===== src/design/shifted_operand_multiply_unit_defines.svh =====
// Assertion helpers used by somu_back.
`ifndef SHIFTED_OPERAND_MULTIPLY_UNIT_DEFINES_SVH
`define SHIFTED_OPERAND_MULTIPLY_UNIT_DEFINES_SVH

// Checked on every clock edge outside reset.
`define SOMU_ASSERT(lbl, prop, msg) \
  lbl: assert property (@(posedge clk_i) disable iff (!rst_ni) prop) else $error(msg);

// Checked on every clock edge, reset included.
`define SOMU_ASSERT_ALWAYS(lbl, prop, msg) \
  lbl: assert property (@(posedge clk_i) prop) else $error(msg);

`endif


===== src/design/somu_pkg.sv =====
package somu_pkg;

  localparam int NumRegs = 16;
  localparam int RegAw   = $clog2(NumRegs);
  localparam int DataW   = 32;
  localparam int QDepth  = 2;
  localparam int QPtrW   = (QDepth > 1) ? $clog2(QDepth) : 1;
  localparam int QCntW   = $clog2(QDepth + 1);

  typedef enum logic [1:0] {
    REQ_WRITE   = 2'd0,
    REQ_READ    = 2'd1,
    REQ_MUL_REG = 2'd2,
    REQ_MUL_IMM = 2'd3
  } req_e;

  typedef enum logic [1:0] {
    SH_LSL = 2'd0,
    SH_LSR = 2'd1,
    SH_ASR = 2'd2,
    SH_ROR = 2'd3
  } shift_e;

  // Decoded request as it travels from front to back.
  typedef struct packed {
    req_e              kind;
    logic [RegAw-1:0]  dest;
    logic [RegAw-1:0]  addr_n;     // Rn, or reg_index for a read or a write
    logic [RegAw-1:0]  addr_m;
    logic [RegAw-1:0]  addr_s;
    logic              amt_from_reg;
    shift_e            sh;
    logic [4:0]        imm_amt;
    logic [DataW-1:0]  imm_val;    // rotated immediate, or the write value
  } op_t;

  function automatic logic [DataW-1:0] rot_imm(logic [7:0] imm, logic [3:0] rot);
    logic [2*DataW-1:0] dbl;
    dbl = {24'd0, imm, 24'd0, imm} >> {rot, 1'b0};
    return dbl[DataW-1:0];
  endfunction

  // Register-amount shifts of 32 or more saturate; ROR wraps.
  function automatic logic [DataW-1:0] shift_operand(logic [DataW-1:0] x, shift_e sh,
                                                     logic [7:0] amt);
    logic               big;
    logic [4:0]         s;
    logic [2*DataW-1:0] dbl;
    logic [DataW-1:0]   res;
    big = |amt[7:5];
    s   = amt[4:0];
    dbl = {x, x} >> s;
    case (sh)
      SH_LSL:  res = big ? '0 : (x << s);
      SH_LSR:  res = big ? '0 : (x >> s);
      SH_ASR:  res = big ? {DataW{x[DataW-1]}} : DataW'($signed(x) >>> s);
      SH_ROR:  res = dbl[DataW-1:0];
      default: res = x;
    endcase
    return res;
  endfunction

endpackage


===== src/design/somu_front.sv =====
module somu_front (
  input  logic [1:0]           req_type_i,
  input  logic [31:0]          instr_i,
  input  logic [3:0]           reg_index_i,
  input  logic [31:0]          reg_value_i,
  output somu_pkg::op_t        op_o
);

  somu_pkg::req_e kind;

  assign kind = somu_pkg::req_e'(req_type_i);

  always_comb begin
    op_o.kind         = kind;
    op_o.addr_m       = instr_i[3:0];
    op_o.addr_s       = instr_i[11:8];
    op_o.amt_from_reg = instr_i[4];
    op_o.sh           = somu_pkg::shift_e'(instr_i[6:5]);
    op_o.imm_amt      = instr_i[11:7];
    case (kind)
      somu_pkg::REQ_WRITE: begin
        op_o.dest    = reg_index_i;
        op_o.addr_n  = reg_index_i;
        op_o.imm_val = reg_value_i;
      end
      somu_pkg::REQ_READ: begin
        op_o.dest    = reg_index_i;
        op_o.addr_n  = reg_index_i;
        op_o.imm_val = reg_value_i;
      end
      default: begin
        op_o.dest    = instr_i[15:12];
        op_o.addr_n  = instr_i[19:16];
        op_o.imm_val = somu_pkg::rot_imm(instr_i[7:0], instr_i[11:8]);
      end
    endcase
  end

endmodule


===== src/design/somu_queue.sv =====
module somu_queue (
  input  logic                clk_i,
  input  logic                rst_ni,
  input  logic                push_valid_i,
  output logic                push_ready_o,
  input  somu_pkg::op_t       push_op_i,
  output logic                pop_valid_o,
  input  logic                pop_ready_i,
  output somu_pkg::op_t       pop_op_o
);

  somu_pkg::op_t                   slot_q [somu_pkg::QDepth];
  logic [somu_pkg::QPtrW-1:0]      wr_ptr_q, wr_ptr_d, rd_ptr_q, rd_ptr_d;
  logic [somu_pkg::QCntW-1:0]      cnt_q, cnt_d;
  logic                            push, pop;

  assign push_ready_o = (cnt_q != somu_pkg::QCntW'(somu_pkg::QDepth));
  assign pop_valid_o  = (cnt_q != '0);
  assign push         = push_valid_i && push_ready_o;
  assign pop          = pop_valid_o && pop_ready_i;
  assign pop_op_o     = slot_q[rd_ptr_q];

  always_comb begin
    wr_ptr_d = wr_ptr_q;
    rd_ptr_d = rd_ptr_q;
    cnt_d    = cnt_q;
    if (push) begin
      wr_ptr_d = (wr_ptr_q == somu_pkg::QPtrW'(somu_pkg::QDepth - 1)) ? '0 : wr_ptr_q + 1'b1;
    end
    if (pop) begin
      rd_ptr_d = (rd_ptr_q == somu_pkg::QPtrW'(somu_pkg::QDepth - 1)) ? '0 : rd_ptr_q + 1'b1;
    end
    if (push && !pop) begin
      cnt_d = cnt_q + 1'b1;
    end else if (pop && !push) begin
      cnt_d = cnt_q - 1'b1;
    end
  end

  always_ff @(posedge clk_i or negedge rst_ni) begin
    if (!rst_ni) begin
      wr_ptr_q <= '0;
      rd_ptr_q <= '0;
      cnt_q    <= '0;
    end else begin
      wr_ptr_q <= wr_ptr_d;
      rd_ptr_q <= rd_ptr_d;
      cnt_q    <= cnt_d;
    end
  end

  always_ff @(posedge clk_i) begin
    if (push) begin
      slot_q[wr_ptr_q] <= push_op_i;
    end
  end

endmodule


===== src/design/somu_back.sv =====
`include "shifted_operand_multiply_unit_defines.svh"

module somu_back (
  input  logic                clk_i,
  input  logic                rst_ni,
  input  logic                op_valid_i,
  output logic                op_ready_o,
  input  somu_pkg::op_t       op_i,
  output logic                out_valid_o,
  input  logic                out_ready_i,
  output logic [3:0]          dest_index_o,
  output logic [31:0]         value_o
);

  localparam int W = somu_pkg::DataW;

  // Two copies of the register file: copy A serves Rn and Rm, copy B serves Rs.
  logic [W-1:0]                 rf_a_q [somu_pkg::NumRegs];
  logic [W-1:0]                 rf_b_q [somu_pkg::NumRegs];
  logic [somu_pkg::NumRegs-1:0] written_q;

  logic                         s2_valid_q, s2_valid_d;
  somu_pkg::op_t                s2_op_q;
  logic [W-1:0]                 rn_q, rm_q, rs_q;
  logic [W-1:0]                 rn_d, rm_d, rs_d;

  logic                         out_valid_q, out_valid_d;
  logic [somu_pkg::RegAw-1:0]   out_dest_q;
  logic [W-1:0]                 out_value_q;

  logic                         pop, s2_adv, we;
  logic [somu_pkg::RegAw-1:0]   wa;
  logic [W-1:0]                 wd, op2, prod;
  logic [7:0]                   amt;

  assign s2_adv     = s2_valid_q && (!out_valid_q || out_ready_i);
  assign op_ready_o = !s2_valid_q || s2_adv;
  assign pop        = op_valid_i && op_ready_o;

  // Execute
  assign amt  = s2_op_q.amt_from_reg ? rs_q[7:0] : {3'b000, s2_op_q.imm_amt};
  assign op2  = (s2_op_q.kind == somu_pkg::REQ_MUL_IMM) ? s2_op_q.imm_val
              : somu_pkg::shift_operand(rm_q, s2_op_q.sh, amt);
  assign prod = rn_q * op2;

  always_comb begin
    case (s2_op_q.kind)
      somu_pkg::REQ_WRITE: wd = s2_op_q.imm_val;
      somu_pkg::REQ_READ:  wd = rn_q;
      default:             wd = prod;
    endcase
  end

  assign we = s2_adv && (s2_op_q.kind != somu_pkg::REQ_READ);
  assign wa = s2_op_q.dest;

  // Operand reads coincide with the older request's write, so bypass it here.
  always_comb begin
    rn_d = (we && wa == op_i.addr_n) ? wd
         : (written_q[op_i.addr_n] ? rf_a_q[op_i.addr_n] : '0);
    rm_d = (we && wa == op_i.addr_m) ? wd
         : (written_q[op_i.addr_m] ? rf_a_q[op_i.addr_m] : '0);
    rs_d = (we && wa == op_i.addr_s) ? wd
         : (written_q[op_i.addr_s] ? rf_b_q[op_i.addr_s] : '0);
  end

  always_comb begin
    s2_valid_d = s2_valid_q;
    if (pop) begin
      s2_valid_d = 1'b1;
    end else if (s2_adv) begin
      s2_valid_d = 1'b0;
    end
    out_valid_d = out_valid_q;
    if (s2_adv) begin
      out_valid_d = 1'b1;
    end else if (out_ready_i) begin
      out_valid_d = 1'b0;
    end
  end

  always_ff @(posedge clk_i or negedge rst_ni) begin
    if (!rst_ni) begin
      s2_valid_q  <= 1'b0;
      out_valid_q <= 1'b0;
      written_q   <= '0;
    end else begin
      s2_valid_q  <= s2_valid_d;
      out_valid_q <= out_valid_d;
      if (we) begin
        written_q[wa] <= 1'b1;
      end
    end
  end

  always_ff @(posedge clk_i) begin
    if (we) begin
      rf_a_q[wa] <= wd;
      rf_b_q[wa] <= wd;
    end
  end

  always_ff @(posedge clk_i) begin
    if (pop) begin
      s2_op_q <= op_i;
      rn_q    <= rn_d;
      rm_q    <= rm_d;
      rs_q    <= rs_d;
    end
    if (s2_adv) begin
      out_dest_q  <= s2_op_q.dest;
      out_value_q <= wd;
    end
  end

  assign out_valid_o  = out_valid_q;
  assign dest_index_o = out_dest_q;
  assign value_o      = out_value_q;

  `SOMU_ASSERT(a_write_marks_valid, we |=> written_q[$past(wa)], "written register not marked")
  `SOMU_ASSERT(a_adv_fills_out, s2_adv |=> out_valid_q && out_dest_q == $past(s2_op_q.dest), "result lost on its way out")
  `SOMU_ASSERT(a_stall_holds_s2, (s2_valid_q && out_valid_q && !out_ready_i) |=> s2_valid_q && $stable(s2_op_q), "stalled request moved")
  `SOMU_ASSERT_ALWAYS(a_reset_clear, !rst_ni |-> !out_valid_q && !s2_valid_q, "pipeline not empty in reset")

endmodule


===== src/design/shifted_operand_multiply_unit.sv =====
// Channel  Handshake                   Payload
// in       in_valid_i / in_ready_o     req_type_i, instr_i, reg_index_i, reg_value_i
// out      out_valid_o / out_ready_i   dest_index_o, value_o
//
// One request per cycle while out_ready_i is high; results pass queue, s2 and output registers.
// Rn, Rm and Rs are read in the pop cycle; the shift and 32x32 multiply take one stage.
// Reset clears the queue, the pipeline and the register valid bits (all registers read zero).
// A stalled output holds the execute stage; the two-entry queue keeps taking requests until full.
module shifted_operand_multiply_unit (
  input  logic         clk_i,
  input  logic         rst_ni,
  input  logic         in_valid_i,
  output logic         in_ready_o,
  input  logic [1:0]   req_type_i,
  input  logic [31:0]  instr_i,
  input  logic [3:0]   reg_index_i,
  input  logic [31:0]  reg_value_i,
  output logic         out_valid_o,
  input  logic         out_ready_i,
  output logic [3:0]   dest_index_o,
  output logic [31:0]  value_o
);

  somu_pkg::op_t dec_op, q_op;
  logic          q_valid, q_ready;

  somu_front u_front (
    .req_type_i  (req_type_i),
    .instr_i     (instr_i),
    .reg_index_i (reg_index_i),
    .reg_value_i (reg_value_i),
    .op_o        (dec_op)
  );

  somu_queue u_queue (
    .clk_i        (clk_i),
    .rst_ni       (rst_ni),
    .push_valid_i (in_valid_i),
    .push_ready_o (in_ready_o),
    .push_op_i    (dec_op),
    .pop_valid_o  (q_valid),
    .pop_ready_i  (q_ready),
    .pop_op_o     (q_op)
  );

  somu_back u_back (
    .clk_i        (clk_i),
    .rst_ni       (rst_ni),
    .op_valid_i   (q_valid),
    .op_ready_o   (q_ready),
    .op_i         (q_op),
    .out_valid_o  (out_valid_o),
    .out_ready_i  (out_ready_i),
    .dest_index_o (dest_index_o),
    .value_o      (value_o)
  );

endmodule

===== config.mk =====
export PLATFORM = sky130hd
export DESIGN_NAME = shifted_operand_multiply_unit
export DESIGN_NICKNAME = d
export VERILOG_FILES = /design/src/design/somu_pkg.sv /design/src/design/somu_front.sv /design/src/design/somu_queue.sv /design/src/design/somu_back.sv /design/src/design/shifted_operand_multiply_unit.sv
export VERILOG_INCLUDE_DIRS = /design/src /design/src/design
export SDC_FILE = /design/constraint.sdc
export NUM_CORES = 2
export LEC_CHECK = 0
export BUFFER_PORTS_ARGS = -buffer_cell sky130_fd_sc_hd__clkbuf_2
export CAP_MARGIN = 20
export CORE_ASPECT_RATIO = 2
export CORE_UTILIZATION = 65
export DETAILED_ROUTE_END_ITERATION = 7
export PLACE_DENSITY = 0.82
export SYNTH_ARGS = -nofsm -noshare
export SYNTH_HDL_FRONTEND = slang
export SYNTH_SLANG_ARGS = --single-unit

===== constraint.sdc =====
create_clock -name clk_i -period 13.7 [get_ports clk_i]
set_clock_uncertainty 0.1 [all_clocks]
set_input_delay 0.685 -clock clk_i [delete_from_list [all_inputs] [get_ports clk_i]]
set_output_delay 0.685 -clock clk_i [all_outputs]
set_load 0.1 [all_outputs]

# [Word level (Yosys, flattened, before mapping)]
# Memories as Yosys holds them, arrays and structs flattened.
# Cells that the tools add are included.
[totals] output_inout_bits=38 latchBits=0 rom_bits=0 register_bits=176 ram_bits=1140 n_memories=3
[mem_list] name="u_back.rf_a_q" depth=16 word_bits=32 read_ports=2 rd_ports_with_merged_regs=0 wr=1 line="somu_back.sv:18" rtl="logic [W-1:0] rf_a_q [somu_pkg::NumRegs];"
[mem_list] name="u_back.rf_b_q" depth=16 word_bits=32 read_ports=1 rd_ports_with_merged_regs=0 wr=1 line="somu_back.sv:19" rtl="logic [W-1:0] rf_b_q [somu_pkg::NumRegs];"
[mem_list] name="u_queue.slot_q" depth=2 word_bits=58 read_ports=1 rd_ports_with_merged_regs=0 wr=1 line="somu_queue.sv:12" rtl="somu_pkg::op_t slot_q [somu_pkg::QDepth];"
[classes] n_mul=1 n_bitwise=1 add_sub_neg=4 eq_ne=11 n_div=0 mux=35 n_reduce_logical=25 n_shift=5 order_cmp=5
[op_table] op="32-bit two-way mux" n=9
[op_table] op="32-bit one-hot mux with 4 select lines" n=1
[op_table] op="32-bit one-hot mux with 2 select lines" n=1
[op_table] op="64-bit by 5-bit right shift with 32-bit output" n=1
[op_table] op="40-bit by 5-bit right shift with 32-bit output" n=1
[op_table] op="32-bit by 32-bit multiplier with 32-bit output" n=1
[op_table] op="8-bit two-way mux" n=4
[op_table] op="32-bit by 5-bit left shift with 32-bit output" n=1
[op_table] op="32-bit by 5-bit right shift with 32-bit output" n=1
[op_table] op="32-bit by 5-bit >>> shifter with 32-bit output" n=1
[op_table] op="4-bit by 5-bit < comparator with 1-bit output (second input constant)" n=4
[op_table] op="16-bit OR" n=1
[op_table] op="1-bit two-way mux" n=14
[op_table] op="1-bit binary-select mux with 4-bit select" n=3
[op_table] op="4-bit == test" n=3
[op_table] op="1-bit logical AND" n=10
[op_table] op="2-bit nonzero test" n=4
[op_table] op="2-bit by 1-bit == test with 1-bit output (second input constant)" n=3
[op_table] op="2-bit == test (second input constant)" n=3
[op_table] op="2-bit logical NOT" n=3
[op_table] op="1-bit demux with 4-bit select" n=1
[op_table] op="4-bit by 1-bit greater-or-equal comparator with 1-bit output (second input constant)" n=1
[op_table] op="1-bit logical NOT" n=4
[op_table] op="2-bit two-way mux" n=2
[op_table] op="8 further kinds" n=10

# [Logic depth before layout (Yosys ltp)]
[depth] ltp_word=8 ltp_mapped=42 mapped_depth_nobuf=37

# [Cells and area by module]
# Synthesis repeated with hierarchy kept, for this count alone.
[unflattened] cells_unflattened=4341 area_unflattened_um2=58169.5
[by_module_without_submodules] mod="somu_back" area_per_inst_um2=52621.7 n_inst=1 cells_per_inst=3969 seq_area_each_um2=20449.6
[by_module_without_submodules] mod="somu_queue" area_per_inst_um2=4425.5 n_inst=1 cells_per_inst=199 seq_area_each_um2=3583.4
[by_module_without_submodules] mod="somu_front" area_per_inst_um2=1122.3 n_inst=1 cells_per_inst=173 seq_area_each_um2=0.0

# [Worst setup path after synthesis]
# Ideal clock, no wire load.
[synth_path] kind="register -> register" startpoint="register u_back.s2_op_q[39] in the netlist's numbering" endpoint="memory u_back.rf_a_q[14][29] in the netlist's numbering (data pin)" synth_period_minus_slack_ns=10.023 path_stages_with_launch=40 slack_ns=3.677 setup_ns=0.338 t_arrival_ns=9.585 t_required_ns=13.262 path_cell_list="edfxtp_1 -> buf_6 -> mux2i_1 -> buf_4 -> buf_4 -> mux2i_1 -> mux2i_1 -> a21oi_1 -> o22ai_1 -> or3_1 -> o32a_1 -> and2_1 -> fa_1 -> inv_1 -> fa_1 -> inv_1 -> fa_1 -> inv_1 -> [4 not listed] -> fa_1 -> inv_1 -> fa_1 -> inv_1 -> ha_1 -> a21o_1 -> a21o_1 -> a41o_1 -> a21o_1 -> a21oi_1 -> o21ai_0 -> a21o_1 -> a31oi_1 -> o21bai_1 -> a21bo_2 -> a21oi_1 -> xor2_1 -> o21ai_0"
[synth_via] elab_chain_cells=7 word_cells_on_any_way=13
[synth_lines] item="start, declared" line="somu_back.sv:23" rtl="somu_pkg::op_t s2_op_q;"
[synth_lines] item="start signal, assigned" line="somu_back.sv:105" rtl="s2_op_q <= op_i;"
[synth_lines] item="8-bit two-way mux *" line="somu_back.sv:41" rtl="assign amt = s2_op_q.amt_from_reg ? rs_q[7:0] : {3'b000, s2_op_q.imm_amt};"
[synth_lines] item="32-bit by 5-bit >>> shifter with 32-bit output, or another cell as far along" line="somu_pkg.sv:56" rtl="SH_ASR: res = big ? {DataW{x[DataW-1]}} : DataW'($signed(x) >>> s);"
[synth_lines] item="32-bit two-way mux, on equally long branches" line="somu_pkg.sv:56, somu_pkg.sv:54, somu_pkg.sv:55"
[synth_lines] item="32-bit one-hot mux with 4 select lines *" line="somu_pkg.sv:53" rtl="case (sh)"
[synth_lines] item="32-bit two-way mux *" line="somu_back.sv:42" rtl="assign op2 = (s2_op_q.kind == somu_pkg::REQ_MUL_IMM) ? s2_op_q.imm_val"
[synth_lines] item="32-bit by 32-bit multiplier with 32-bit output *" line="somu_back.sv:44" rtl="assign prod = rn_q * op2;"
[synth_lines] item="32-bit one-hot mux with 2 select lines *" line="somu_back.sv:47" rtl="case (s2_op_q.kind)"
[synth_lines] item="net u_back.wd[29]" line="somu_back.sv:33" rtl="logic [W-1:0] wd, op2, prod;"
[synth_lines] item="end, declared" line="somu_back.sv:18"
# Mark *: on every way through the listed nets, which the timed path passes. The rest lies on a longest branch.

# [Final worst setup path]
[layout_path] startpoint="register u_back.s2_op_q[39] in the netlist's numbering" endpoint="register u_back.rm_q[19] (data pin)"
[layout_via] elab_chain_cells=8 word_cells_on_any_way=14
[layout_lines] item="8-bit two-way mux *" line="somu_back.sv:41"
[layout_lines] item="32-bit by 5-bit >>> shifter with 32-bit output, or another cell as far along" line="somu_pkg.sv:56"
[layout_lines] item="32-bit two-way mux, on equally long branches" line="somu_pkg.sv:56, somu_pkg.sv:54, somu_pkg.sv:55"
[layout_lines] item="32-bit one-hot mux with 4 select lines *" line="somu_pkg.sv:53"
[layout_lines] item="32-bit two-way mux *" line="somu_back.sv:42"
[layout_lines] item="32-bit by 32-bit multiplier with 32-bit output *" line="somu_back.sv:44"
[layout_lines] item="32-bit one-hot mux with 2 select lines *" line="somu_back.sv:47"
[layout_lines] item="32-bit two-way mux *" line="somu_back.sv:61" rtl="rm_d = (we && wa == op_i.addr_m) ? wd"
[layout_lines] item="net u_back.rm_d[19]" line="somu_back.sv:25" rtl="logic [W-1:0] rn_d, rm_d, rs_d;"
[layout_lines] item="end signal, assigned" line="somu_back.sv:107" rtl="rm_q <= rm_d;"
[layout_lines] item="end, declared" line="somu_back.sv:24" rtl="logic [W-1:0] rn_q, rm_q, rs_q;"
# Marked as above.
# A chain may end at the register's enable or synchronous reset.

==> impl_metrics.ini <==
[synth]
syn_inst = 4485
synth_common_cells = edfxtp_1, nand2_1, inv_1, fa_1, mux4_2
yosysUniqueCellTypes = 85
postSynthRegisterBits = 796
synth.area.top_cells = edfxtp_1, mux4_2, fa_1
syn_area_mm2 = 0.05726
ys_seq_area_share_pct = 41.56
yosys.area.top_type = edfxtp_1
yosysTopAreaCellShare_pct = 40.59
syn-num-nets = 5091
synth.avg_cell_area_um2 = 12.77
synth-warning-count = 0
dominantRegCellSynth = edfxtp_1
synthArstFlopShare_pct = 2.764
synth.most_common_cell = edfxtp_1
synth-edff-count = 774

[job]
drv_cap = 0

[clock_tree]
cts.path.max_buffers = 3
clock-root-buffer = clkbuf_16
cts_buffers = 58
cts_resized = 0
path_clk_slew_ns = 0.07
numClockSinks = 796
insertion_delay_ns = 0.69
cts_tree = done
ctsHtreeMaxLevel = 2

[placement]
pre_cts_ws_ns = 1.808
globalplace.congestion = 1.077
dp_hpwl_um = 138500
dp_cells = 5585
numPortBuffers = 99

[layout]
multi_input_area_mm2 = 0.03079
nets = 5095
final-instance-count-excl-fill = 5707
num-fill-cells = 5600
drive_gt1_share_pct = 19.33
area_growth_pct = 7.675
layout.area.seq_mm2 = 0.02380

[critical_path]
cp-end-kind = flop
critPathKind = flop to flop
cp_slowest_cell = o21ai_0
cp_slowest_stage_delay_ns = 0.87
worstPathArrival_ns = 12.48
critical_path_required_ns = 13.91
cp-start-kind = flop
crit_fanout = 37

[global_routing]
grt_max_degree = 134
grtUsageTotal_pct = 47.73
overflow = 0
grt_pass1_vias = 43909
antenna_found_initial = 14
grt_pass1_wl_um = 297000

[detailed_routing]
dr_total_vias = 41508
drc_errors = 0
via_per_inst = 7.273
drt_iter0_drc = 5764
totalWireLength_um = 204500
drtAntennaViolNets = 0
wl_per_cell_um = 35.83
drt_pass1_iterations = 7

[timing]
whs_ns = 0.1895
fin_setup_tns_ns = 0
slew_headroom_pct = 16.68
tightest_slew_ns = 1.250
slew_viol_final = 0
rsz0062_at_grt = no
hold_viol_final = 0
finalSetupViolations = 0
fin_crit_sh_pct = 89.57
clock.fmax_mhz = 81.49
min_period_ns = 12.27
worst_slack_ns = 1.429

[floorplanning]
row_count = 153
io_pins = 112
initial_core_util_pct = 65.73
dieArea_mm2 = 0.08935
dieWidth_um = 211.9
chipHeight_um = 421.7
core-area_mm2 = 0.08710

[status]
status = complete, no violations

[worst_hold_path]
hold_class = primary input to flop
-- final timing paths --
check,start,endpoint,slack [ns],depth (start not counted)
max in group asynchronous,rst_ni,u_queue.rd_ptr_q,12.42,2
min,out_ready_i,u_back.s2_valid_q,0.19,4
min reg2reg,u_back.s2_valid_q,u_back.out_valid_o,0.43,1
max reg2reg,u_back.s2_op_q[39],u_back.rm_q[19],1.43,35
min in group asynchronous,rst_ni,u_queue.cnt_q[1],0.52,2
max,u_back.s2_op_q[39],u_back.rm_q[19],1.43,35
-- what timing repair did --
item                      CTS  global route
buffers inserted            0             0
hold buffers                1             0
hold endpoints to repair   17             0
-- flip-flops by register name (all words and copies together) (netlist names), 2 cells and up --
| name | flops |
|---|---|
| u_back.rf_b_q | 480 |
| u_back.rs_q | 8 |
| u_queue.slot_q | 108 |
| u_back.value_o | 32 |
| u_back.rm_q | 32 |
| u_queue.cnt_q | 2 |
| u_back.wa | 4 |
| u_back.s2_op_q | 42 |
| u_back.rn_q | 32 |
| u_back.dest_index_o | 4 |
| u_back.written_q | 16 |
| u_back.rf_a_q | 32 |
-- worst max-delay path: cells and delay by family, from the launching register on --
kind,cells,cell delay [ns]
buf+inv,9,1.18
simple gates,1,0.20
compound gates,11,3.33
mux,4,2.24
xor+xnor,1,0.54
flops,1,0.42
fa+ha+maj,9,3.84
-- placed cells by master, fill, tap and decap left out, types with 25 or more instances in the layout --
| master | instances |
|---|---|
| and2_1 | 251 |
| nand3_1 | 141 |
| nor2_1 | 97 |
| nor2b_1 | 53 |
| fa_1 | 408 |
| a21oi_1 | 108 |
| a311oi_1 | 30 |
| mux2_2 | 54 |
| o21ai_0 | 122 |
| clkbuf_2 | 99 |
| a31oi_1 | 25 |
| mux4_2 | 384 |
| xnor2_1 | 77 |
| nand2_1 | 503 |
| edfxtp_1 | 774 |
| inv_1 | 487 |
| buf_4 | 140 |
| ha_1 | 124 |
| clkbuf_16 | 58 |
| nand2b_1 | 26 |
| mux2i_1 | 113 |
| and3_1 | 26 |
-- cell families after synthesis --
logic type | Yosys count | share of synthesized area (%)
flops | 796 | 41.56
mux | 577 | 18.78
xor+xnor | 102 | 1.621
buf+inv | 795 | 5.380
simple gates | 1184 | 9.934
fa+ha+maj | 532 | 16.98
compound gates | 499 | 5.756
-- final cells by class --
type	count	share of cell area, %
multi-input cells	2894	49.95
flip-flops and latches	796	38.60
diodes	8	0.03247
well taps	1162	2.358
clock inverters	46	0.9559
clock buffers	62	2.379
repair buffers	247	2.728
inverters	492	3.000
-- layer usage --
metal	GRT usage, %	part of all wire, %	wire length [um]
met5	0	0.024	50
met2	77.01	48	98780
met3	14.20	11	22320
met4	47.49	13	26610
met1	47.97	28	56750
-- stage by stage --
| step | utilization [%] | cell area, um^2 |
|---|---|---|
| global route | 70.76 | 61630 |
| global placement | 68.32 | 59510 |
| finish | 70.78 | 61650 |
| detailed placement | 68.32 | 59510 |
| floorplan | - | 57260 |
| CTS | 70.69 | 61580 |
Power is left out: the tool's default activity adds up to more than one toggle a clock period on the data nets, which glitch-free logic cannot reach.
